**src/hdl/fixed_point_alu_top_assert.svh**
```systemverilog
// assertion macros for the fixed-point alu
`ifndef FIXED_POINT_ALU_TOP_ASSERT_SVH
`define FIXED_POINT_ALU_TOP_ASSERT_SVH
`ifndef SYNTHESIS
// property must hold at every edge outside reset
`define FPA_ASSERT(name, clk, rst, prop, msg) \
   name: assert property (@(posedge clk) disable iff (rst) prop) else $error(msg);
// condition must never be true outside reset
`define FPA_NEVER(name, clk, rst, cond, msg) \
   name: assert property (@(posedge clk) disable iff (rst) !(cond)) else $error(msg);
`else
`define FPA_ASSERT(name, clk, rst, prop, msg)
`define FPA_NEVER(name, clk, rst, cond, msg)
`endif
`endif

```
**src/hdl/fpa_pkg.sv**
```systemverilog
// shared types and constants of the fixed-point alu
`timescale 1ns / 1ps
package fpa_pkg;
   localparam int FRAC_BITS  = 8;
   localparam int WORD_BITS  = 32;
   localparam int PORT_BITS  = 32;
   localparam int NUM_BITS   = WORD_BITS + FRAC_BITS;
   localparam int PROD_BITS  = 2 * WORD_BITS;
   localparam int CLAMP_BITS = PROD_BITS + 1;
   localparam int DIV_STEPS  = NUM_BITS;
   localparam int Q_DEPTH    = 4;
   localparam int Q_PTR_BITS = $clog2(Q_DEPTH);

   localparam logic signed [WORD_BITS-1:0] WORD_MAX = {1'b0, {(WORD_BITS-1){1'b1}}};
   localparam logic signed [WORD_BITS-1:0] WORD_MIN = {1'b1, {(WORD_BITS-1){1'b0}}};
   localparam logic [CLAMP_BITS-1:0] LIM_POS  = CLAMP_BITS'(WORD_MAX);
   localparam logic [CLAMP_BITS-1:0] LIM_NEG  = LIM_POS + CLAMP_BITS'(1);
   localparam logic [CLAMP_BITS-1:0] MUL_HALF = CLAMP_BITS'(1) << (FRAC_BITS - 1);

   typedef enum logic [3:0] {
      FUNC_ADD = 4'd0,
      FUNC_SUB = 4'd1,
      FUNC_MUL = 4'd2,
      FUNC_DIV = 4'd3,
      FUNC_MIN = 4'd4,
      FUNC_MAX = 4'd5,
      FUNC_INC = 4'd6,
      FUNC_DEC = 4'd7,
      FUNC_INT = 4'd8
   } func_type;

   typedef enum logic [1:0] {
      ST_OK   = 2'd0,
      ST_SAT  = 2'd1,
      ST_DIV0 = 2'd2
   } status_type;

   typedef enum logic [1:0] {
      KIND_DIRECT = 2'd0,
      KIND_MUL    = 2'd1,
      KIND_DIV    = 2'd2
   } kind_type;

   // classified request handed from front to back
   typedef struct packed {
      kind_type                      kind;
      logic                          neg;
      logic [WORD_BITS-1:0]          mag_a;
      logic [WORD_BITS-1:0]          mag_b;
      logic signed [WORD_BITS-1:0]   result;
      status_type                    status;
      logic                          a_less;
      logic                          a_equal;
      logic                          a_greater;
   } job_type;
endpackage

```
**src/hdl/fpa_front.sv**
```systemverilog
// front end: decodes a request and computes the operations that need no multiplier or divider
`timescale 1ns / 1ps
module fpa_front import fpa_pkg::*; (
   input  logic [3:0]              req_func,
   input  logic signed [PORT_BITS-1:0] req_operand_a,
   input  logic signed [PORT_BITS-1:0] req_operand_b,
   output job_type                 job
);
   logic signed [WORD_BITS-1:0] a;
   logic signed [WORD_BITS-1:0] b;
   logic signed [WORD_BITS:0]   sum;
   logic signed [WORD_BITS:0]   diff;
   logic signed [WORD_BITS:0]   inc;
   logic signed [WORD_BITS:0]   dec;

   assign a = req_operand_a[WORD_BITS-1:0];
   assign b = req_operand_b[WORD_BITS-1:0];

   // wide sums, overflow shows as differing top bits
   assign sum  = (WORD_BITS+1)'(a) + (WORD_BITS+1)'(b);
   assign diff = (WORD_BITS+1)'(a) - (WORD_BITS+1)'(b);
   assign inc  = (WORD_BITS+1)'(a) + (WORD_BITS+1)'(1);
   assign dec  = (WORD_BITS+1)'(a) - (WORD_BITS+1)'(1);

   function automatic logic signed [WORD_BITS-1:0] sat_word(input logic signed [WORD_BITS:0] v);
      if (v[WORD_BITS] != v[WORD_BITS-1]) begin
         return v[WORD_BITS] ? WORD_MIN : WORD_MAX;
      end
      return v[WORD_BITS-1:0];
   endfunction

   function automatic logic is_ovf(input logic signed [WORD_BITS:0] v);
      return v[WORD_BITS] != v[WORD_BITS-1];
   endfunction

   // classify and compute
   always_comb begin
      job           = '0;
      job.kind      = KIND_DIRECT;
      job.status    = ST_OK;
      job.a_less    = a < b;
      job.a_equal   = a == b;
      job.a_greater = a > b;
      job.neg       = a[WORD_BITS-1] ^ b[WORD_BITS-1];
      job.mag_a     = a[WORD_BITS-1] ? WORD_BITS'(-a) : WORD_BITS'(a);
      job.mag_b     = b[WORD_BITS-1] ? WORD_BITS'(-b) : WORD_BITS'(b);
      case (req_func)
         FUNC_ADD: begin
            job.result = sat_word(sum);
            job.status = is_ovf(sum) ? ST_SAT : ST_OK;
         end
         FUNC_SUB: begin
            job.result = sat_word(diff);
            job.status = is_ovf(diff) ? ST_SAT : ST_OK;
         end
         FUNC_MUL: job.kind = KIND_MUL;
         FUNC_DIV: begin
            if (b == '0) begin
               job.result = a[WORD_BITS-1] ? WORD_MIN : WORD_MAX;
               job.status = ST_DIV0;
            end else begin
               job.kind = KIND_DIV;
            end
         end
         FUNC_MIN: job.result = (a > b) ? b : a;
         FUNC_MAX: job.result = (a < b) ? b : a;
         FUNC_INC: begin
            job.result = sat_word(inc);
            job.status = is_ovf(inc) ? ST_SAT : ST_OK;
         end
         FUNC_DEC: begin
            job.result = sat_word(dec);
            job.status = is_ovf(dec) ? ST_SAT : ST_OK;
         end
         FUNC_INT: job.result = a >>> FRAC_BITS;
         default:  job.result = '0;
      endcase
   end
endmodule

```
**config.mk**
```make
export PLATFORM = sky130hd
export DESIGN_NAME = fpa_front
export DESIGN_NICKNAME = d
export VERILOG_FILES = /design/src/hdl/fixed_point_alu_top_assert.svh /design/src/hdl/fpa_pkg.sv /design/src/hdl/fpa_front.sv
export SDC_FILE = /design/constraint.sdc
export NUM_CORES = 1
export LEC_CHECK = 0
export ABC_AREA = 0
export BUFFER_PORTS_ARGS = -buffer_cell sky130_fd_sc_hd__buf_2
export CORE_MARGIN = 3
export CORE_UTILIZATION = 53
export DETAILED_ROUTE_END_ITERATION = 10
export PLACE_DENSITY = 0.89
export SYNTH_ARGS = -nofsm -noshare
export SYNTH_HDL_FRONTEND = slang
export SYNTH_SLANG_ARGS = --single-unit
export TNS_END_PERCENT = 10
```
**constraint.sdc**
```tcl
create_clock -name vclk -period 3.2
set_input_delay 0 -clock vclk [all_inputs]
set_output_delay 0 -clock vclk [all_outputs]
set_load 0.02 [all_outputs]
```
==> reports/metrics.csv, run 1 <==
stage,metric,value,unit
floorplan,io pins,172,
synth,XOR/XNOR Fraction of Synth Area,0.153,
synth,Synth Cell Area,8320,um^2
synth,Synth Area in Simple Gates,0.295,
place,Post-DP Area,11000,um^2
place,HPWL after DPL,31800,um
clock_tree,Post-CTS Hold Fix Bufs,0,
sta,worst ep type,primary output,
synth,post-synth top area cell,xnor2_1,
floorplan,Initial Utilization,0.545,
synth,"Seq/Total Area, Yosys",0,
place,routability congestion estimate from global placement,1.17,
synth,Synth Area in Compound Gates,0.340,
place,Inst Count DP,1869,
synth,Syn Area/Cell,6.23,um^2
place,PortBufs,172,
synth,Synth area leaders,"xnor2_1 (12%), ha_1 (10%), a21oi_1 (8.4%)",
synth,Cell variety after synth,76,
global_routing,GRT Total Usage,0.672,
floorplan,chip height,131,um
sta,last worst endpoint in the global-route repair_timing,job[20],
floorplan,Die Wd,131,um
global_routing,largest net degree at the start of global routing,42,
global_routing,"Remaining Overflow, GRT",72,
synth,mux cell area share after synthesis,0.0224,
floorplan,row cnt,45,
run_status,first error,[ERROR GRT-0232] Routing congestion too high. Check the congestion heatmap in the GUI.,
synth,Synth Area in Adders,0.108,
synth,syn nets,1472,
synth,Synth Warn #,0,
run_status,Last stage,global routing (5_1_grt),
synth,Synth Instances,1335,
synth,top-area cell type share of the netlist area,0.122,
run_status,status,aborted with a tool error,
synth,largest family of logic cells by synthesized area,compound AO/OA/AOI/OAI gates,
place,DP Worst Slack,-0.443,ns
==> stage by stage <==
stage,TNS (ns),hold WS [ns],utilization
CTS,-0.0341,0.302,0.742
detailed placement,-9.00,0.285,0.719
global placement,-4.45,0.270,0.719
floorplan,0,0.0579,-
==> layer usage <==
metal | global-route usage | overflow
met5 | 0.105 | 0
met4 | 0.707 | 41
met3 | 0.529 | 1
met2 | 0.837 | 30
met1 | 0.658 | 0
==> synth_stat cells, types with 18 or more instances <==
cell type and n:
or3_1 21, nor3_1 41, a21oi_1 139, nand2_1 118, nand4_1 37, nand3_1 43
ha_1 67, clkbuf_1 82, and2_1 19, a211oi_1 19, o21ai_0 111, nand2b_1 22
inv_1 69, xor2_1 29, xnor2_1 116, nor2_1 101, o31ai_1 18
==> cells by family after synthesis <==
family,count (synthesis)
muxes,17
adders and majority gates,71
buffers and inverters,175
AOI/OAI and AO/OA,441
and+or+nand+nor,486
xor gates and xnor gates,145
==> repair_timing <==
action | CTS
hold endpoints to repair | 0
pin swaps | 23
setup endpoints to repair | 32
gates resized for setup | 62
buffers inserted | 7
==> run 2, diff against run 1 <==
--- a/config.mk
+++ b/config.mk
@@ -8,9 +8,9 @@
 export ABC_AREA = 0
 export BUFFER_PORTS_ARGS = -buffer_cell sky130_fd_sc_hd__buf_2
 export CORE_MARGIN = 3
-export CORE_UTILIZATION = 53
+export CORE_UTILIZATION = 40
 export DETAILED_ROUTE_END_ITERATION = 10
-export PLACE_DENSITY = 0.89
+export PLACE_DENSITY_LB_ADDON = 0.15
 export SYNTH_ARGS = -nofsm -noshare
 export SYNTH_HDL_FRONTEND = slang
 export SYNTH_SLANG_ARGS = --single-unit
==> constraint.sdc (replaced) <==
create_clock -name vclk -period 4.2
set_input_delay 0 -clock vclk [all_inputs]
set_output_delay 0 -clock vclk [all_outputs]
set_load 0.02 [all_outputs]
==> run 2 against run 1 <==
  * The flow now finishes without violations
  * Synthesized cell count stayed put
  * Area after synthesis unchanged
==> reports/metrics.csv, run 2 <==
stage,metric,value,unit
run_status,status,"complete, no violations",
synth,Cell variety after synth,76,
layout,"most common cell after layout, fill and taps aside",buf_2,
route,Post-DRT Antenna Nets,0,
layout,fin area,9830,um^2
synth,post-synth top area cell,xnor2_1,
floorplan,Die Area,22600,um^2
layout,Post-Layout Cell Count,1763,
clock_tree,Post-CTS Hold Fix Bufs,0,
sta,Slew HR,0.352,
clock_tree,Post-CTS Setup Bufs,0,
synth,top-count cell post-synth,a21oi_1,
route,drt wl/cell,23.1,um
route,vias per inst,6.36,
route,via count,11200,
layout,Synth-to-Final Area Change,18.2,%
pwr,Leak,4.17,nW
layout,Layout clock buffers,0,
worst_setup_path,Critical Path RT,4.20,ns
route,total routed wirelength,40800,um
place,HPWL after DPL,33200,um
synth,Synth Warn #,0,
global_routing,global-route wire length before repair,61400,um
worst_setup_path,Setup Crit Path Kind,input pin to output pin,
synth,Synth Cell Area,8320,um^2
synth,Synth Instances,1335,
worst_setup_path,crit path DAT,4.17,ns
layout,final net count,1632,
layout,final sequential cell count,0,
worst_setup_path,crit-path cells,"buf_2, inv_1, ha_1, nand4_1, nor3b_1, nand2_1, o21ai_0, buf_4, a211o_1, a21oi_1, nor3_1, o31ai_2, buf_4, or4b_1, buf_2",
worst_hold_path,hold crit path type,input pin to output pin,
worst_setup_path,Crit-path slowest cell,nor3_1,
synth,top-area cell type share of the netlist area,0.122,
flow_run,Max-Cap Viols,0,
sta,setup TNS,0,ns
synth,Syn Area/Cell,6.23,um^2
floorplan,Initial Utilization,0.408,
sta,worst-margin pin slew,0.964,ns
sta,endpoints failing setup,0,
route,# DRC,0,
sta,"Slew Viols, Final",0,
sta,endpoints failing hold,0,
place,routability congestion estimate from global placement,1.05,
floorplan,Die Wd,150,um
route,router iterations before antenna repair,5,
place,PortBufs,172,
global_routing,initial antenna violation count,0,
route,initial drt markers,1227,
pwr,"IR drop worst, VDD",104,uV
pwr,Pwr Total,1.52,mW
layout,diode count,0,
synth,syn nets,1472,
worst_setup_path,CP endpoint kind,output pin,
layout,most frequent cells in the layout,"buf_2 (172), a21oi_1 (139), nand2_1 (118)",
global_routing,largest net degree at the start of global routing,42,
worst_setup_path,Crit path largest cell delay,0.60,ns
sta,fin crit period,4.17,ns
floorplan,io pins,172,
floorplan,chip height,150,um
synth,Synth area leaders,"xnor2_1 (12%), ha_1 (10%), a21oi_1 (8.4%)",
sta,Fmax,0.240,GHz
sta,RSZ-0062 raised after global routing,true,
synth,"Seq/Total Area, Yosys",0,
worst_setup_path,CP Buf/Inv Count,5,
place,Post-DP Area,9810,um^2
floorplan,row cnt,52,
global_routing,vias in the first global route,10300,
sta,fin crit share,0.993,
layout,layout cells sized above 1,0.202,
worst_setup_path,CP Launch Type,input pin,
global_routing,"Remaining Overflow, GRT",0,
place,Inst Count DP,1763,
global_routing,GRT Total Usage,0.347,
floorplan,CORE AREA,20400,um^2
pwr,Cell Pwr Density,154,nW/um^2
synth,most frequent cells after synthesis,"a21oi_1 (139), nand2_1 (118), xnor2_1 (116), o21ai_0 (111), nor2_1 (101)",
worst_setup_path,"Max FO, Critical Path",13,
worst_setup_path,CP top delay family,simple AND/OR/NAND/NOR gates,
layout,Seq. cell area,0,um^2
[run 2: cell counts after synthesis]
Identical to the previous run, type by type.
[run 2: power breakdown]
group	total, mW	switching, mW	internal [mW]
clock network	0	0	0
registers	0	0	0
logic	1.52	0.981	0.536
[run 2: stage by stage]
step | setup slack [ns] | util | hold slack [ns]
5_1_grt | -0.0618 | 0.483 | 0.327
3_5_place_dp | 0.156 | 0.482 | 0.311
3_3_place_gp | 0.211 | 0.482 | 0.303
2_1_floorplan | 0.945 | - | 0.0579
4_1_cts | 0.154 | 0.482 | 0.310
6_report | 0.0294 | 0.483 | 0.310
[run 2: kinds of logic (layout without fill, tap and decap cells)]
group | after synthesis | after routing | synth area share
compound gates | 441 | 441 | 0.340
xor+xnor | 145 | 145 | 0.153
buf+inv | 175 | 333 | 0.0820
mux | 17 | 17 | 0.0224
fa+ha+maj | 71 | 71 | 0.108
simple gates | 486 | 486 | 0.295
[run 2: area by class of cell]
cell class         count  area (um^2)
fillers             2248        10500
multi-input cells   1160         7660
repair buffers       262         1560
well taps            270          338
inverters             71          267
[run 2: path summary, 6_finish.rpt]
kind                          from  endpoint  depth (start not counted)
setup / recovery  req_operand_b[8]   job[20]                         15
hold / removal    req_operand_a[0]   job[69]                          2
[run 2: routing by layer]
metal,vias to the layer above,global-route usage,part of all wire
li1,5175,-,-
met1,5224,0.480,0.43
met2,688,0.558,0.44
met3,121,0.0226,0.079
met4,0,0.149,0.057
met5,-,0,0
[run 2: timing repair]
| action | 4_1_cts | 5_1_grt |
|---|---|---|
| gates resized for setup | 0 | 3 |
| hold endpoints to repair | 0 | 0 |
| endpoints found under the setup margin | 0 | 3 |
Note: power is estimated with default switching activity, not from simulation.
==> run 3, diff against run 2 <==
--- a/config.mk
+++ b/config.mk
@@ -7,10 +7,10 @@
 export LEC_CHECK = 0
 export ABC_AREA = 0
 export BUFFER_PORTS_ARGS = -buffer_cell sky130_fd_sc_hd__buf_2
-export CORE_MARGIN = 3
+export CORE_MARGIN = 2
 export CORE_UTILIZATION = 40
 export DETAILED_ROUTE_END_ITERATION = 10
-export PLACE_DENSITY_LB_ADDON = 0.15
+export PLACE_DENSITY = 0.67
 export SYNTH_ARGS = -nofsm -noshare
 export SYNTH_HDL_FRONTEND = slang
 export SYNTH_SLANG_ARGS = --single-unit
==> run 3 against run 2 <==
  * Core utilization down 0.17 points
  * Die area is 2.6% lower
  * Critical path depth up 1
  * Critical endpoint unchanged
  * Largest cell class unchanged
  * Highest routed layer unchanged
==> reports/metrics.csv, run 3 (same netlist as run 2, synthesis figures left out) <==
stage,metric,value,unit
run_status,status,"complete, no violations",
sta,worst-margin pin slew,0.963,ns
layout,multi-input logic area,7660,um^2
worst_setup_path,crit-path cells,"buf_2, inv_1, ha_1, buf_4, o21ai_0, a21oi_1, o41ai_1, buf_4, a21o_1, nand4_1, a31oi_1, nor2_1, or2_2, o21ai_0, or4b_1, buf_2",
floorplan,io pins,172,
worst_setup_path,Setup Crit Path Kind,input pin to output pin,
layout,layout cells sized above 1,0.197,
sta,endpoints failing hold,0,
layout,most frequent cells in the layout,"buf_2 (172), a21oi_1 (139), nand2_1 (118)",
worst_setup_path,Critical Path RT,4.20,ns
global_routing,initial antenna violation count,0,
layout,"most common cell after layout, fill and taps aside",buf_2,
worst_hold_path,hold worst-path end,job[37],
sta,endpoints failing setup,0,
route,drt wl/cell,22.5,um
clock_tree,Post-CTS Hold Fix Bufs,0,
pwr,Leak,4.13,nW
layout,Synth-to-Final Area Change,17.4,%
route,initial drt markers,1207,
route,total routed wirelength,39500,um
sta,Slew HR,0.357,
sta,Hold Slack,0.309,ns
layout,diode count,0,
worst_setup_path,Crit-path slowest cell,o41ai_1,
pwr,Pwr Total,1.50,mW
layout,final sequential cell count,0,
layout,fill count,2241,
floorplan,Die Wd,148,um
worst_hold_path,Hold Crit Start,req_operand_b[0],
sta,fin crit share,0.981,
sta,"Slew Viols, Final",0,
global_routing,global-route wire length before repair,59800,um
worst_hold_path,hold depth,2,
worst_setup_path,crit path DAT,4.12,ns
route,vias per inst,6.34,
layout,final net count,1623,
layout,utilization after layout,0.481,
floorplan,Die Area,22000,um^2
global_routing,"Remaining Overflow, GRT",0,
floorplan,row cnt,52,
worst_setup_path,CP Launch Type,input pin,
worst_setup_path,Crit path largest cell delay,0.58,ns
worst_setup_path,CP endpoint kind,output pin,
pwr,"IR drop worst, VDD",93.8,uV
place,HPWL after DPL,32400,um
floorplan,CORE AREA,20300,um^2
worst_hold_path,hold crit path type,input pin to output pin,
place,PortBufs,172,
sta,setup TNS,0,ns
flow_run,Max-Cap Viols,0,
sta,Fmax,0.243,GHz
route,router iterations before antenna repair,8,
layout,Layout clock buffers,0,
global_routing,largest net degree at the start of global routing,42,
route,# DRC,0,
global_routing,GRT Total Usage,0.344,
floorplan,Initial Utilization,0.410,
sta,fin crit period,4.12,ns
sta,RSZ-0062 raised after global routing,false,
route,via count,11100,
place,routability congestion estimate from global placement,1.07,
floorplan,chip height,148,um
route,Post-DRT Antenna Nets,0,
pwr,Cell Pwr Density,154,nW/um^2
layout,Seq. cell area,0,um^2
global_routing,vias in the first global route,10200,
worst_setup_path,"Max FO, Critical Path",7,
==> run 3: layout make-up <==
cell class | instances | area share
Multi-Input combinational cell | 1160 | 0.785
Timing Repair Buffer | 253 | 0.153
Tap cell | 270 | 0.0346
Inverter | 71 | 0.0273
==> run 3: worst max path at each step <==
stage                     cells past startpoint         startpoint  slack [ns]  endpoint
after floorplan                              12  req_operand_b[12]        0.95   job[20]
after global placement                       16   req_operand_b[2]        0.20   job[20]
after detailed placement                     15   req_operand_b[1]        0.20   job[20]
after CTS                                    15   req_operand_b[1]        0.20   job[20]
after global routing                         15   req_operand_b[8]        0.04   job[20]
final                                        16   req_operand_b[2]        0.08   job[20]
==> run 3: power by group <==
| part | switching (mW) | leakage [nW] | internal, mW |
|---|---|---|---|
| Sequential | 0 | 0 | 0 |
| Clock | 0 | 0 | 0 |
| Combinational | 0.968 | 4.13 | 0.531 |
| Total | 0.968 | 4.13 | 0.531 |
==> run 3: through the flow <==
stage | worst slack [ns] | std cells | cell area [um^2]
finish | 0.0805 | 1754 | 9760
global route | 0.0388 | 1754 | 9760
CTS | 0.196 | 1754 | 9750
detailed placement | 0.204 | 1754 | 9750
global placement | 0.203 | 1754 | 9750
floorplan | 0.945 | 1335 | 8320
==> run 3: layer usage <==
metal	share of wire	GRT usage	wire length (um)	vias to the layer above
met5	0	0	0	-
met4	0.060	0.176	2370	0
met3	0.10	0.0485	4070	136
met2	0.43	0.533	17000	740
met1	0.41	0.465	16100	5101
li1	-	-	-	5151
==> run 3: worst max-delay path: cells and delay by family <==
| family | cells | cell delay (ns) |
|---|---|---|
| AOI/OAI and AO/OA | 6 | 1.62 |
| and+or+nand+nor | 4 | 1.34 |
| adders and majority gates | 1 | 0.32 |
| buffers and inverters | 5 | 0.83 |
==> run 3: timing repair <==
| action | CTS | global route |
|---|---|---|
| endpoints found under the setup margin | 0 | 1 |
| buffers inserted | 0 | 0 |
| gates resized for setup | 0 | 3 |
==> run 4, diff against run 3 <==
--- a/config.mk
+++ b/config.mk
@@ -10,7 +10,9 @@
 export CORE_MARGIN = 2
 export CORE_UTILIZATION = 40
 export DETAILED_ROUTE_END_ITERATION = 10
+export MAX_ROUTING_LAYER = met4
 export PLACE_DENSITY = 0.67
+export SETUP_SLACK_MARGIN = 0.2
 export SYNTH_ARGS = -nofsm -noshare
 export SYNTH_HDL_FRONTEND = slang
 export SYNTH_SLANG_ARGS = --single-unit
==> run 4 against run 3 <==
  * Die area unchanged
  * Non-clock buffer count grew 5
  * First-iteration DRC count grew 6.1%
  * Fmax rose by 2.5%
  * Power up 0.85%
  * Critical path depth is the same
  * Design area increased by 0.24%
  * Via count increased by 1.2%
  * Critical path type unchanged
  * Critical endpoint is now job[23]
  * Largest cell class unchanged
==> reports/metrics.csv, run 4 (same netlist as run 2, synthesis figures left out) <==
stage,metric,value,unit
run_status,status,"complete, no violations",
floorplan,CORE AREA,20300,um^2
floorplan,io pins,172,
worst_setup_path,CP Launch Type,input pin,
pwr,"IR drop worst, VDD",80.2,uV
layout,final sequential cell count,0,
sta,fin crit period,4.02,ns
route,Post-DRT Antenna Nets,0,
sta,worst-margin pin slew,0.746,ns
floorplan,Initial Utilization,0.410,
worst_hold_path,hold crit path type,input pin to output pin,
sta,Fmax,0.249,GHz
clock_tree,Post-CTS Hold Fix Bufs,0,
worst_setup_path,CP endpoint kind,output pin,
place,HPWL after DPL,32800,um
sta,endpoints failing setup,0,
global_routing,largest net degree at the start of global routing,42,
sta,setup TNS,0,ns
layout,"most common cell after layout, fill and taps aside",buf_2,
sta,Slew HR,0.499,
layout,Seq. cell area,0,um^2
place,Inst Count DP,1757,
floorplan,Die Wd,148,um
sta,"Slew Viols, Final",0,
route,router iterations before antenna repair,5,
layout,Layout clock buffers,0,
layout,layout cells sized above 1,0.197,
global_routing,vias in the first global route,10400,
layout,most frequent cells in the layout,"buf_2 (172), a21oi_1 (139), nand2_1 (118)",
place,PortBufs,172,
layout,fill count,2208,
route,via count,11300,
layout,final net count,1628,
worst_setup_path,Setup Crit Path Kind,input pin to output pin,
place,routability congestion estimate from global placement,1.01,
route,# DRC,0,
floorplan,row cnt,52,
sta,fin crit share,0.957,
floorplan,Die Area,22000,um^2
worst_setup_path,Critical Path RT,4.20,ns
flow_run,Max-Cap Viols,0,
global_routing,GRT Total Usage,0.360,
route,vias per inst,6.40,
pwr,Leak,4.15,nW
worst_setup_path,"Max FO, Critical Path",10,
layout,Synth-to-Final Area Change,17.7,%
global_routing,"Remaining Overflow, GRT",0,
floorplan,chip height,148,um
route,initial drt markers,1281,
sta,RSZ-0062 raised after global routing,true,
worst_setup_path,crit path DAT,4.02,ns
sta,Hold Slack,0.305,ns
layout,Post-Layout Cell Count,1760,
layout,utilization after layout,0.482,
route,total routed wirelength,40200,um
global_routing,global-route wire length before repair,60700,um
pwr,Cell Pwr Density,155,nW/um^2
global_routing,initial antenna violation count,1,
sta,endpoints failing hold,0,
route,drt wl/cell,22.8,um
run 4: timing repair:
action,4_1_cts,5_1_grt
endpoints found under the setup margin,1,15
gates resized for setup,0,2
setup buffers,2,0
run 4: layer usage:
metal  vias up  routed length [um]  track usage  part of all wire
met5         -                   0            -                 0
met4         0                2450        0.171             0.061
met3       128                3740       0.0288             0.093
met2       763               17400        0.557              0.43
met1      5192               16600        0.474              0.41
li1       5178                   -            -                 -
run 4: power breakdown:
| part | total (mW) | leakage [nW] | switching (mW) | internal, mW |
|---|---|---|---|---|
| combinational | 1.51 | 4.15 | 0.978 | 0.534 |
| clock | 0.0000000115 | 0.00000634 | 0 | 0.0000000115 |
| sequential | 0 | 0 | 0 | 0 |
| total | 1.51 | 4.15 | 0.978 | 0.534 |
run 4: final timing paths:
| check | from | endpoint | cells after the start |
|---|---|---|---|
| hold / removal | req_operand_b[0] | job[37] | 2 |
| setup / recovery | req_operand_b[15] | job[23] | 16 |
run 4: worst max-delay path, cell delays in order:
cell and delay (ns):
buf_2 0.17, inv_1 0.06, ha_1 0.43, nor4_1 0.55, nand4_1 0.16, a211oi_1 0.31, nor3_2 0.12, o41ai_2 0.31
buf_4 0.22, a211oi_4 0.11, mux2i_4 0.23, buf_4 0.18, o31ai_2 0.59, a21oi_1 0.25, nand4_1 0.16, buf_2 0.17
run 4: stage by stage:
step	area [um^2]	power [mW]	setup WS [ns]
5_1_grt	9790	1.61	0.0857
4_1_cts	9770	1.48	0.275
2_1_floorplan	8320	0.945	0.945
3_3_place_gp	9760	1.47	0.244
6_report	9790	1.51	0.179
3_5_place_dp	9760	1.47	0.162
run 4: layout make-up:
cell class	count	area (um^2)	share of cell area
diodes	1	2.50	0.000256
multi-input cells	1160	7660	0.783
well taps	270	338	0.0345
inverters	71	267	0.0272
repair buffers	258	1520	0.155
