<file path="src/hdl/fixed_point_alu_top_assert.svh">
// assertion macros for the fixed-point alu
`ifndef FIXED_POINT_ALU_TOP_ASSERT_SVH
`define FIXED_POINT_ALU_TOP_ASSERT_SVH
`ifndef SYNTHESIS
// property must hold at every edge outside reset
`define FPA_ASSERT(name, clk, rst, prop, msg) \
   name: assert property (@(posedge clk) disable iff (rst) prop) else $error(msg);
// condition must never be true outside reset
`define FPA_NEVER(name, clk, rst, cond, msg) \
   name: assert property (@(posedge clk) disable iff (rst) !(cond)) else $error(msg);
`else
`define FPA_ASSERT(name, clk, rst, prop, msg)
`define FPA_NEVER(name, clk, rst, cond, msg)
`endif
`endif

</file>
<file path="src/hdl/fpa_pkg.sv">
// shared types and constants of the fixed-point alu
`timescale 1ns / 1ps
package fpa_pkg;
   localparam int FRAC_BITS  = 8;
   localparam int WORD_BITS  = 32;
   localparam int PORT_BITS  = 32;
   localparam int NUM_BITS   = WORD_BITS + FRAC_BITS;
   localparam int PROD_BITS  = 2 * WORD_BITS;
   localparam int CLAMP_BITS = PROD_BITS + 1;
   localparam int DIV_STEPS  = NUM_BITS;
   localparam int Q_DEPTH    = 4;
   localparam int Q_PTR_BITS = $clog2(Q_DEPTH);

   localparam logic signed [WORD_BITS-1:0] WORD_MAX = {1'b0, {(WORD_BITS-1){1'b1}}};
   localparam logic signed [WORD_BITS-1:0] WORD_MIN = {1'b1, {(WORD_BITS-1){1'b0}}};
   localparam logic [CLAMP_BITS-1:0] LIM_POS  = CLAMP_BITS'(WORD_MAX);
   localparam logic [CLAMP_BITS-1:0] LIM_NEG  = LIM_POS + CLAMP_BITS'(1);
   localparam logic [CLAMP_BITS-1:0] MUL_HALF = CLAMP_BITS'(1) << (FRAC_BITS - 1);

   typedef enum logic [3:0] {
      FUNC_ADD = 4'd0,
      FUNC_SUB = 4'd1,
      FUNC_MUL = 4'd2,
      FUNC_DIV = 4'd3,
      FUNC_MIN = 4'd4,
      FUNC_MAX = 4'd5,
      FUNC_INC = 4'd6,
      FUNC_DEC = 4'd7,
      FUNC_INT = 4'd8
   } func_type;

   typedef enum logic [1:0] {
      ST_OK   = 2'd0,
      ST_SAT  = 2'd1,
      ST_DIV0 = 2'd2
   } status_type;

   typedef enum logic [1:0] {
      KIND_DIRECT = 2'd0,
      KIND_MUL    = 2'd1,
      KIND_DIV    = 2'd2
   } kind_type;

   // classified request handed from front to back
   typedef struct packed {
      kind_type                      kind;
      logic                          neg;
      logic [WORD_BITS-1:0]          mag_a;
      logic [WORD_BITS-1:0]          mag_b;
      logic signed [WORD_BITS-1:0]   result;
      status_type                    status;
      logic                          a_less;
      logic                          a_equal;
      logic                          a_greater;
   } job_type;
endpackage

</file>
<file path="src/hdl/fpa_queue.sv">
// short request queue between front and back
`timescale 1ns / 1ps
module fpa_queue import fpa_pkg::*; (
   input  logic    clock,
   input  logic    reset,
   input  logic    wr_en,
   input  job_type wr_data,
   output logic    full,
   input  logic    rd_en,
   output logic    rd_valid,
   output job_type rd_data
);
`include "fixed_point_alu_top_assert.svh"
   job_type               mem_ff [0:Q_DEPTH-1];
   logic [Q_PTR_BITS-1:0] wr_ptr_ff, wr_ptr_in;
   logic [Q_PTR_BITS-1:0] rd_ptr_ff, rd_ptr_in;
   logic [Q_PTR_BITS:0]   cnt_ff, cnt_in;

   assign full     = cnt_ff == (Q_PTR_BITS+1)'(Q_DEPTH);
   assign rd_valid = cnt_ff != '0;
   assign rd_data  = mem_ff[rd_ptr_ff];

   // pointer and fill count update
   always_comb begin
      wr_ptr_in = wr_en ? wr_ptr_ff + 1'b1 : wr_ptr_ff;
      rd_ptr_in = rd_en ? rd_ptr_ff + 1'b1 : rd_ptr_ff;
      cnt_in    = cnt_ff + (Q_PTR_BITS+1)'(wr_en) - (Q_PTR_BITS+1)'(rd_en);
   end

   always_ff @(posedge clock) begin
      if (reset) begin
         wr_ptr_ff <= '0;
         rd_ptr_ff <= '0;
         cnt_ff    <= '0;
      end else begin
         wr_ptr_ff <= wr_ptr_in;
         rd_ptr_ff <= rd_ptr_in;
         cnt_ff    <= cnt_in;
      end
   end

   // storage
   always_ff @(posedge clock) begin
      if (wr_en) begin
         mem_ff[wr_ptr_ff] <= wr_data;
      end
   end

   `FPA_NEVER(a_q_overfill, clock, reset, cnt_ff > (Q_PTR_BITS+1)'(Q_DEPTH), "queue overfilled")
   `FPA_NEVER(a_q_read_empty, clock, reset, rd_en && !rd_valid, "read from empty queue")
   `FPA_NEVER(a_q_write_full, clock, reset, wr_en && full, "write to full queue")
endmodule

</file>
<file path="config.mk">
export PLATFORM = sky130hd
export DESIGN_NAME = fpa_queue
export DESIGN_NICKNAME = d
export VERILOG_FILES = /design/src/hdl/fpa_pkg.sv /design/src/hdl/fpa_queue.sv
export VERILOG_INCLUDE_DIRS = /design/src /design/src/hdl
export SDC_FILE = /design/constraint.sdc
export NUM_CORES = 1
export LEC_CHECK = 0
export BUFFER_PORTS_ARGS = -buffer_cell sky130_fd_sc_hd__buf_2
export CAP_MARGIN = 5
export CORE_ASPECT_RATIO = 1.5
export CORE_MARGIN = 5
export CORE_UTILIZATION = 60
export CTS_BUF_LIST = sky130_fd_sc_hd__clkbuf_4 sky130_fd_sc_hd__clkbuf_8 sky130_fd_sc_hd__clkbuf_16
export CTS_CLUSTER_DIAMETER = 30
export DETAILED_ROUTE_END_ITERATION = 8
export PLACE_DENSITY = 0.94
export RECOVER_POWER = 50
export SYNTH_ARGS = -nofsm -noshare
export SYNTH_HDL_FRONTEND = slang
export SYNTH_SLANG_ARGS = --single-unit
</file>
<file path="constraint.sdc">
create_clock -name clock -period 7.6 [get_ports clock]
set_input_delay 0.76 -clock clock [delete_from_list [all_inputs] [get_ports clock]]
set_output_delay 0.76 -clock clock [all_outputs]
set_load 0.01 [all_outputs]
</file>
==> metrics, run 1 <==
status finished, violations left; failing checks capacitance limit, slew limit; final setup vio count 0; Yosys top cell area share 80.8%; Root Driver clkbuf_16; worst slew pin tran 2690 ps; max frequency 248 MHz; initial antenna violation count 6; WS Path Type reg2reg; hold_ws 471 ps; Setup TNS 0 ps; Worst EP required 7760 ps; hpwl dp 18,200 µm; total congestion overflow 0; Fin. Hold Viols 0; startpoint types flop; Worst-Skew Late Latency 550 ps; Worst Path Max Fanout 70; # IOs 214; Die Ht 207 µm; PortBufs 213; CTS sink count 425; Layout Nets 946; final antenna-violating net count 0; commonest non-fill, non-tap cell in the layout edfxtp_1; Slew Limit Fails 72; Num CTS Buffers 47; maximum clock path buffer count 3; largest area contributor in the netlist edfxtp_1; Max Cap Viol 2; core area 25,600 µm²; largest net degree at the start of global routing 71; number of DRC markers in iteration 0 496; H-tree depth 2; die area 29,200 µm²; CTS tree built; area grow syn2layout 18.5%; Yosys warning count 0; first-pass GRT wire length 44,600 µm; clk_skew 14.6 ps; total power 5.50 mW; number of hold buffers added after CTS 0; synthesized area 15,500 µm²; power per cell area 300 nW/µm²; syn_nets 701; final wirelength 30,200 µm; vias in the first global route 7,575; crit path DAT 4190 ps; most frequent cells in the layout edfxtp_1, buf_2, mux4_2, clkbuf_1, clkbuf_16; Placer Congestion 0.693; peak supply drop 0.253 mV; library cells used by synthesis 21; via-per-instance ratio 5.79; DR pass1 iterations 4; starting density of the core 60.4%; Setup Fix Bufs, Post-CTS 0; flops & latches, synth 425; fin crit share 53.0%; Synth area leaders edfxtp_1, mux4_2, dfxtp_1; post-cts resize count 0; final cell count without fillers 1,206; min cycle time layout 4030 ps; layout cells sized above 1 35.6%; Post-Synthesis Cells 586; Cells after DPL 1,115; Leakage Power 5.99 nW; Final WS setup 3570 ps; RSZ-0062 raised after global routing false; DRC Markers 0; Chip Width 141 µm; Rel. slew slack -79.2%; pre-CTS setup slack 4560 ps; syn_area_per_cell 26.4 µm²; Worst-path clk slew 60 ps; DR WL/cell 25.1 µm; Worst setup EP type flop; GRT Total Usage 20.8%; # rows 72; post-synthesis sequential area ratio 81.9%; worst hold path type in2reg; vias 6,985
-- state kept, by name (all words and copies together) (netlist names), named ones only --
name and flops:
mem_ff 416, wr_ptr_ff 2, cnt_ff 3, rd_ptr_ff 2
-- report_power, final --
group          internal [mW]  switching [mW]
Sequential              2.70          0.0415
Combinational          0.209           0.255
Clock                   1.36           0.933
Total                   4.27            1.23
-- critical path, cell delays in order, from the launching register on --
cell,delay [ps]
dfxtp_1,350
inv_1,100
ha_1,150
and2_0,1940
buf_4,1060
-- worst paths after layout --
path	depth (start not counted)	to	start	slack [ps]
setup / recovery	4	mem_ff[0][68]$_DFFE_PP_	wr_ptr_ff[0]$_SDFFE_PP0P_	3570
hold / removal	1	mem_ff[1][12]$_DFFE_PP_	wr_data[12]	470
setup reg to reg	4	mem_ff[0][68]$_DFFE_PP_	wr_ptr_ff[0]$_SDFFE_PP0P_	3570
hold reg to reg	2	flop	rd_ptr_ff[1]$_SDFFE_PP0P_	550
-- cell families after synthesis --
kind of cell	synth area share, %
AO/OA/AOI/OAI	0.0971
XOR/XNOR	0.267
adder cells (fa/ha/maj)	0.615
buffers and inverters	1.38
flip-flops	81.9
multiplexers	15.2
AND/OR/NAND/NOR	0.494
-- synth_stat cells --
library cell,n
xor3_1,1
a21bo_2,1
and3_1,1
edfxtp_1,416
mux4_2,104
buf_8,7
nor2_1,5
nor2b_1,2
buf_2,11
or3_1,1
dfxtp_1,9
and2_1,4
ha_1,6
fa_1,1
xnor2_1,2
inv_1,6
buf_6,1
mux2i_1,1
a21oi_1,1
nand3b_1,1
clkbuf_1,5
-- metrics by stage --
step,cell area (µm²),util [%]
2_1_floorplan,15500,-
3_3_place_gp,16800,65.8
3_5_place_dp,16800,65.8
4_1_cts,18500,72.1
5_1_grt,18300,71.6
6_report,18300,71.7
-- cell type report --
class                   count  area (µm²)
flip-flops and latches    425       12700
clock inverters            33         369
inverters                   6        22.5
multi-input cells         131        2580
well taps                 333         417
clock buffers              52        1250
fillers                  1488        7250
repair buffers            220         988
diodes                      6        15.0
-- routing by layer --
layer	share of wire (%)	GRT usage (%)	vias to the layer above	routed length, µm
li1	-	-	3015	-
met4	2.5	8.10	2	746
met2	57	37.1	290	17100
met5	0.043	0	-	13
met3	6.6	5.09	53	1990
met1	34	24.5	3625	10300
No activity file was read; power rests on OpenSTA's default activity.
==> inputs of run 2 (changes only) <==
--- a/config.mk
+++ b/config.mk
@@ -10,11 +10,11 @@
 export CAP_MARGIN = 5
 export CORE_ASPECT_RATIO = 1.5
 export CORE_MARGIN = 5
-export CORE_UTILIZATION = 60
+export CORE_UTILIZATION = 51
 export CTS_BUF_LIST = sky130_fd_sc_hd__clkbuf_4 sky130_fd_sc_hd__clkbuf_8 sky130_fd_sc_hd__clkbuf_16
 export CTS_CLUSTER_DIAMETER = 30
 export DETAILED_ROUTE_END_ITERATION = 8
-export PLACE_DENSITY = 0.94
+export PLACE_DENSITY = 0.86
 export RECOVER_POWER = 50
 export SYNTH_ARGS = -nofsm -noshare
 export SYNTH_HDL_FRONTEND = slang
==> constraint.sdc (replaced) <==
create_clock -name clock -period 3.5 [get_ports clock]
set_input_delay 0.35 -clock clock [delete_from_list [all_inputs] [get_ports clock]]
set_output_delay 0.35 -clock clock [all_outputs]
set_load 0.01 [all_outputs]
==> run 2 against run 1 <==
Against the previous run: the flow still finishes with violations (capacitance limit, slew limit); non-clock buffer count rose by 98; largest power group unchanged; first-iteration DRC count decreased by 22%; final cell count grew 14%; largest cell class unchanged.
==> metrics, run 2 (synthesis gave the netlist of run 1 again) <==
post-cts resize count 0 (unchanged); final wirelength 30,700 µm (was 30,200 µm); RR Startpoint wr_ptr_ff[0]$_SDFFE_PP0P_ (unchanged); Hold Path Cell Cnt 1 (unchanged); number of DRC markers in iteration 0 385 (was 496); Worst Path Max Fanout 34 (was 70); area grow syn2layout 27.3% (was 18.5%); Reg with most FFs mem_ff (unchanged); Die Ht 223 µm (was 207 µm); most frequent cells in the layout edfxtp_1, buf_2, mux4_2, clkbuf_1, dlygate4sd3_1 (was edfxtp_1, buf_2, mux4_2, clkbuf_1, clkbuf_16); Root Driver clkbuf_16 (unchanged); Num CTS Buffers 53 (was 47); Sw Ratio 22.7% (was 22.4%); # rows 78 (was 72); first-pass GRT wire length 47,500 µm (was 44,600 µm); startpoint types flop (unchanged); # IOs 214 (unchanged); Fin. Hold Viols 0 (unchanged); hold endpoint mem_ff[2][10]$_DFFE_PP_ (was mem_ff[1][12]$_DFFE_PP_); status finished, violations left (unchanged); max frequency 344 MHz (was 248 MHz); min cycle time layout 2910 ps (was 4030 ps); failing checks capacitance limit, slew limit (unchanged); final setup vio count 0 (unchanged); Worst-Skew Late Latency 550 ps (about the same); max FFs per register 416 (unchanged); commonest non-fill, non-tap cell in the layout edfxtp_1 (unchanged); FILL cells 1,993 (was 1,488); layout cells sized above 1 33.6% (was 35.6%); PortBufs 213 (unchanged); total congestion overflow 0 (unchanged); Worst-path clk slew 60 ps (about the same); power per cell area 637 nW/µm² (was 300 nW/µm²); peak supply drop 0.554 mV (was 0.253 mV); DRC Markers 0 (unchanged); CTS sink count 425 (unchanged); Leakage Power 6.53 nW (was 5.99 nW); Layout Nets 1,050 (was 946); Logic pwr share 9.0% (was 8.4%); biggest regs mem_ff x416, cnt_ff x3 (unchanged); Reg2Reg Depth 3 (was 4); register-to-register setup slack 590 ps (was 3570 ps); Setup TNS 0 ps (unchanged); Placer Congestion 0.723 (was 0.693); vias in the first global route 8,137 (was 7,575); core area 30,100 µm² (was 25,600 µm²); Rel. slew slack -24.5% (was -79.2%); Setup Fix Bufs, Post-CTS 0 (unchanged); Chip Width 152 µm (was 141 µm); DR pass1 iterations 5 (was 4); worst slew pin tran 1870 ps (was 2690 ps); fin crit share 83.1% (was 53.0%); clock group share of total power 43.7% (was 41.7%); Seq pwr share 47.3% (was 49.8%); Worst EP required 3700 ps (was 7760 ps); die area 34,000 µm² (was 29,200 µm²); Worst setup EP type flop (unchanged); maximum clock path buffer count 3 (unchanged); GRT Total Usage 18.2% (was 20.8%); via-per-instance ratio 5.34 (was 5.79); Psw 2.85 mW (was 1.23 mW); worst hold path type in2reg (unchanged); vias 7,367 (was 6,985); DR WL/cell 22.2 µm (was 25.1 µm); CTS tree built (unchanged); Slew Limit Fails 34 (was 72); Hold Crit Start wr_data[10] (was wr_data[12]); DP Area 17,000 µm² (was 16,800 µm²); WS Path Type reg2reg (unchanged); crit path DAT 3100 ps (was 4190 ps); starting density of the core 51.4% (was 60.4%); number of hold buffers added after CTS 92 (was 0); RSZ-0062 raised after global routing false (unchanged); cell-internal power 9.68 mW (was 4.27 mW); hpwl dp 17,700 µm (was 18,200 µm); clk_skew 12.9 ps (was 14.6 ps); final antenna-violating net count 0 (unchanged); Max Cap Viol 1 (was 2); initial antenna violation count 2 (was 6); H-tree depth 2 (unchanged); FF-to-FF End mem_ff[3][10]$_DFFE_PP_ (was mem_ff[0][68]$_DFFE_PP_); largest net degree at the start of global routing 65 (was 71); fin area 19,700 µm² (was 18,300 µm²)
## run 2: cell types whose count changed in the layout (fill, tap and decap cells not counted), sizes merged
cell         change
clkinvlp         +3
inv              +1
buf              +6
clkbuf           +5
clkinv           +5
dlygate4sd3     +92
diode            -5
## run 2: power by group through the flow
stage / Sequential (mW) / Clock [mW] / Combinational [mW]
after CTS: 5.93 / 5.56 / 1.17
after detailed placement: 6.03 / 0 / 1.07
after global placement: 6.01 / 0 / 1.05
final: 5.93 / 5.47 / 1.13
after global routing: 5.94 / 5.88 / 1.22
after floorplan: 6.02 / 0 / 0.651
## run 2: how the worst max path moves through the flow
stage / from / endpoint / slack, ps / cells past startpoint
after global routing: wr_ptr_ff[0]$_SDFFE_PP0P_ / mem_ff[3][10]$_DFFE_PP_ / 420 / 3
after detailed placement: flop / rd_data[76] / 1440 / 3
after floorplan: wr_ptr_ff[0]$_SDFFE_PP0P_ / mem_ff[0][0]$_DFFE_PP_ / 80 / 3
final: wr_ptr_ff[0]$_SDFFE_PP0P_ / mem_ff[3][10]$_DFFE_PP_ / 590 / 3
after global placement: flop / rd_data[30] / 1470 / 3
after CTS: flop / rd_data[16] / 810 / 3
## run 2: cell type report
cell class	count	area, µm²	share of cell area (%)
Sequential cell	425	12700	64.4
Inverter	6	22.5	0.114
Multi-Input combinational cell	131	2590	13.1
Tap cell	400	500	2.54
Timing Repair Buffer	318	2030	10.3
Clock inverter	42	472	2.40
Clock buffer	57	1390	7.07
Antenna cell	1	2.50	0.0127
## run 2: through the flow
stage               power (mW)  hold WS [ps]  setup slack [ps]  util, %  cells
global route              13.0          69.4               422     65.5   1380
global placement          7.06           509              1470     56.7   1188
floorplan                 6.67           422              82.6        -    586
CTS                       12.7         0.512               812     65.9   1379
finish                    12.5          80.5               591     65.5   1380
detailed placement        7.10           533              1440     56.7   1188
## run 2: routing by layer
layer / up-vias / GRT usage (%) / part of all wire, %
met1: 3812 / 20.9 / 35
met4: 2 / 6.12 / 2.4
met3: 53 / 5.24 / 6.8
met5: - / 0 / 0.042
met2: 262 / 32.8 / 56
li1: 3238 / - / -
## run 2: worst max-delay path: stages, from the launching register on
cell,delay (ps)
dfxtp_1,390
ha_1,170
and2_1,1380
buf_4,580
==> inputs of run 3 (changes only) <==
--- a/config.mk
+++ b/config.mk
@@ -6,15 +6,16 @@
 export SDC_FILE = /design/constraint.sdc
 export NUM_CORES = 1
 export LEC_CHECK = 0
+export ABC_AREA = 1
 export BUFFER_PORTS_ARGS = -buffer_cell sky130_fd_sc_hd__buf_2
 export CAP_MARGIN = 5
 export CORE_ASPECT_RATIO = 1.5
 export CORE_MARGIN = 5
-export CORE_UTILIZATION = 51
+export CORE_UTILIZATION = 52
 export CTS_BUF_LIST = sky130_fd_sc_hd__clkbuf_4 sky130_fd_sc_hd__clkbuf_8 sky130_fd_sc_hd__clkbuf_16
 export CTS_CLUSTER_DIAMETER = 30
 export DETAILED_ROUTE_END_ITERATION = 8
-export PLACE_DENSITY = 0.86
+export PLACE_DENSITY = 0.87
 export RECOVER_POWER = 50
 export SYNTH_ARGS = -nofsm -noshare
 export SYNTH_HDL_FRONTEND = slang
==> constraint.sdc (replaced) <==
create_clock -name clock -period 2.6 [get_ports clock]
set_input_delay 0.26 -clock clock [delete_from_list [all_inputs] [get_ports clock]]
set_output_delay 0.26 -clock clock [all_outputs]
set_load 0.01 [all_outputs]
==> run 3 against run 2 <==
Against the previous run: the flow still finishes with violations (capacitance limit, slew limit); combinational power increased by 38%; register-to-register slack got worse by 250 ps; wire length increased by 23%; die area increased by 5.4%; sequential cell count unchanged.
==> metrics, run 3 <==
Max Cap Viol 2 (was 1); most frequent cells after synthesis edfxtp_1, inv_1, nand2_1, a21oi_1, o21ai_0 (was edfxtp_1, mux4_2, buf_2, dfxtp_1, buf_8); Logic pwr share 9.5% (was 9.0%); die area 35,800 µm² (was 34,000 µm²); Slew Limit Fails 106 (was 34); WS Path Type reg2out (was reg2reg); cell-internal power 12.3 mW (was 9.68 mW); number of flops mapped to enable cells by yosys 416 (unchanged); largest net degree at the start of global routing 118 (was 65); FILL cells 2,086 (was 1,993); vias in the first global route 11,309 (was 8,137); via-per-instance ratio 5.36 (was 5.34); final cell count without fillers 2,041 (was 1,380); PortBufs 213 (unchanged); Yosys top cell area share 74.9% (was 80.8%); most frequent cells in the layout edfxtp_1, inv_1, nand2_1, a21oi_1 (was edfxtp_1, buf_2, mux4_2, clkbuf_1, dlygate4sd3_1); final wirelength 37,600 µm (was 30,700 µm); CTS tree built (unchanged); clock group share of total power 42.0% (was 43.7%); Root Driver clkbuf_16 (unchanged); number of hold buffers added after CTS 106 (was 92); Worst Path Max Fanout 117 (was 34); most common cell in the netlist edfxtp_1 (unchanged); commonest non-fill, non-tap cell in the layout edfxtp_1 (unchanged); DRC Markers 0 (unchanged); Psw 4.03 mW (was 2.85 mW); Worst EP required 2340 ps (was 3700 ps); Die Ht 229 µm (was 223 µm); Post-Synthesis Cells 1,269 (was 586); DR pass1 iterations 6 (was 5); # rows 80 (was 78); main combinational cell family by area after synthesis compound AO/OA/AOI/OAI gates (was multiplexers); core area 31,700 µm² (was 30,100 µm²); hpwl dp 19,800 µm (was 17,700 µm); Leakage Power 7.91 nW (was 6.53 nW); GRT Total Usage 20.8% (was 18.2%); Sw Ratio 24.6% (was 22.7%); post-synthesis sequential area ratio 76.0% (was 81.9%); Synth Area in XOR/XNOR 0% (was 0.267%); ys async rst share 0% (unchanged); RSZ-0062 raised after global routing false (unchanged); final setup vio count 0 (unchanged); max FFs per register 416 (unchanged); area grow syn2layout 24.8% (was 27.3%); Reg2Reg Depth 4 (was 3); Hold Path Cell Cnt 3 (was 1); min cycle time layout 2370 ps; crit path DAT 2110 ps (was 3100 ps); vias 10,935 (was 7,367); largest area contributor in the netlist edfxtp_1 (unchanged); power per cell area 787 nW/µm² (was 637 nW/µm²); clk_skew 19.8 ps (was 12.9 ps); flops & latches, synth 425 (unchanged); worst hold path type in2reg (unchanged); maximum clock path buffer count 3 (unchanged); worst slew pin tran 1590 ps (was 1870 ps); startpoint types flop (unchanged); Rel. slew slack -6.13% (was -24.5%); Num CTS Buffers 50 (was 53); starting density of the core 52.5% (was 51.4%); first-pass GRT wire length 58,700 µm (was 47,500 µm); DP Area 18,200 µm² (was 17,000 µm²); Chip Width 156 µm (was 152 µm); biggest regs mem_ff x416, cnt_ff x3 (unchanged); Post-Synth Simple-Gate Area 5.01% (was 0.494%); total power 16.4 mW (was 12.5 mW); Placer Congestion 0.793 (was 0.723); register-to-register setup slack 340 ps (was 590 ps); syn_nets 1,384 (was 701); failing checks capacitance limit, slew limit (unchanged); complex-gate fraction of the synthesized area 11.2% (was 0.0971%); synthesized area 16,700 µm² (was 15,500 µm²); library cells used by synthesis 16 (was 21); Setup TNS 0 ps (unchanged); fin crit share 91.0%; Worst-Skew Late Latency 550 ps (about the same); Layout Nets 1,704 (was 1,050); Reg with most FFs mem_ff (unchanged); fin area 20,800 µm² (was 19,700 µm²); initial antenna violation count 3 (was 2); Fin. Hold Viols 0 (unchanged); Cells after DPL 1,841 (was 1,188); DR WL/cell 18.4 µm (was 22.2 µm); Synth area leaders edfxtp_1, inv_1, nand2_1 (was edfxtp_1, mux4_2, dfxtp_1); number of DRC markers in iteration 0 908 (was 385); status finished, violations left (unchanged); Worst-path clk slew 60 ps (about the same); CTS sink count 425 (unchanged); post-cts resize count 0 (unchanged); Worst setup EP type primary output (was flop); Seq pwr share 48.4% (was 47.3%); H-tree depth 2 (unchanged); Synth Area in Adders 0.570% (was 0.615%); Setup Fix Bufs, Post-CTS 0 (unchanged); peak supply drop 0.704 mV (was 0.554 mV); main flop type after synthesis edfxtp_1 (unchanged); Yosys warning count 0 (unchanged); total congestion overflow 0 (unchanged); layout cells sized above 1 13.7% (was 33.6%); post-synthesis mux area share 0% (was 15.2%); syn_area_per_cell 13.1 µm² (was 26.4 µm²); # IOs 214 (unchanged); max frequency 423 MHz; final antenna-violating net count 0 (unchanged)
## run 3: cell count changes after synthesis, sizes merged, moves of 104 or more
| cell | change |
|---|---|
| inv | +218 |
| mux4 | -104 |
| o21ai | +108 |
| nand2 | +216 |
| o211ai | +104 |
| a21oi | +109 |
## run 3: power groups by stage
stage	Clock (mW)	Sequential, mW	Combinational, mW
after global placement	0	8.05	1.36
final	6.89	7.93	1.56
after detailed placement	0	8.07	1.41
after global routing	7.31	7.95	1.72
after floorplan	0	8.04	0.808
after CTS	6.93	7.92	1.56
## run 3: cell families (layout without fill, tap and decap cells)
kind of cell               Yosys count  in the layout
AOI/OAI and AO/OA                  322            322
adders and majority gates            7              7
buffers and inverters              293            653
DFF                                425            425
other                                0              2
and+or+nand+nor                    222            222
## run 3: routing by layer
layer  vias to the layer above  wire length [µm]  track usage [%]
li1                       5071                 -                -
met1                      5243             13000             22.6
met2                       499             20200             38.0
met3                       118              2640             4.36
met4                         4              1700             10.3
met5                         -                32                0
## run 3: metrics by stage
stage / util [%] / setup slack [ps] / hold slack (ps)
6_report: 65.6 / 233 / 112
5_1_grt: 65.6 / 42.7 / 114
4_1_cts: 66.1 / 233 / 65.9
3_5_place_dp: 57.5 / 847 / 459
3_3_place_gp: 57.5 / 917 / 442
2_1_floorplan: - / 3.08 / 331
## run 3: final timing paths
path	start	to
min	wr_en	wr_ptr_ff[0]$_SDFFE_PP0P_
max reg2reg	wr_ptr_ff[0]$_SDFFE_PP0P_	mem_ff[3][81]$_DFFE_PP_
min reg2reg	rd_ptr_ff[1]$_SDFFE_PP0P_	flop
max	flop	rd_data[54]
## run 3: area by class of cell
type / count / area [µm²] / area share, %
Sequential cell: 425 / 12700 / 60.9
Timing Repair Buffer: 337 / 2280 / 10.9
Clock buffer: 53 / 1290 / 6.21
Inverter: 224 / 853 / 4.10
Antenna cell: 2 / 5.00 / 0.0241
Clock inverter: 39 / 379 / 1.82
Tap cell: 410 / 513 / 2.47
Multi-Input combinational cell: 551 / 2810 / 13.5
## run 3: worst max-delay path: stages, from the launching register on
cell and delay [ps]:
dfxtp_4 560, buf_12 400, a21oi_1 170, o21ai_0 140, nand2_1 80, buf_2 150
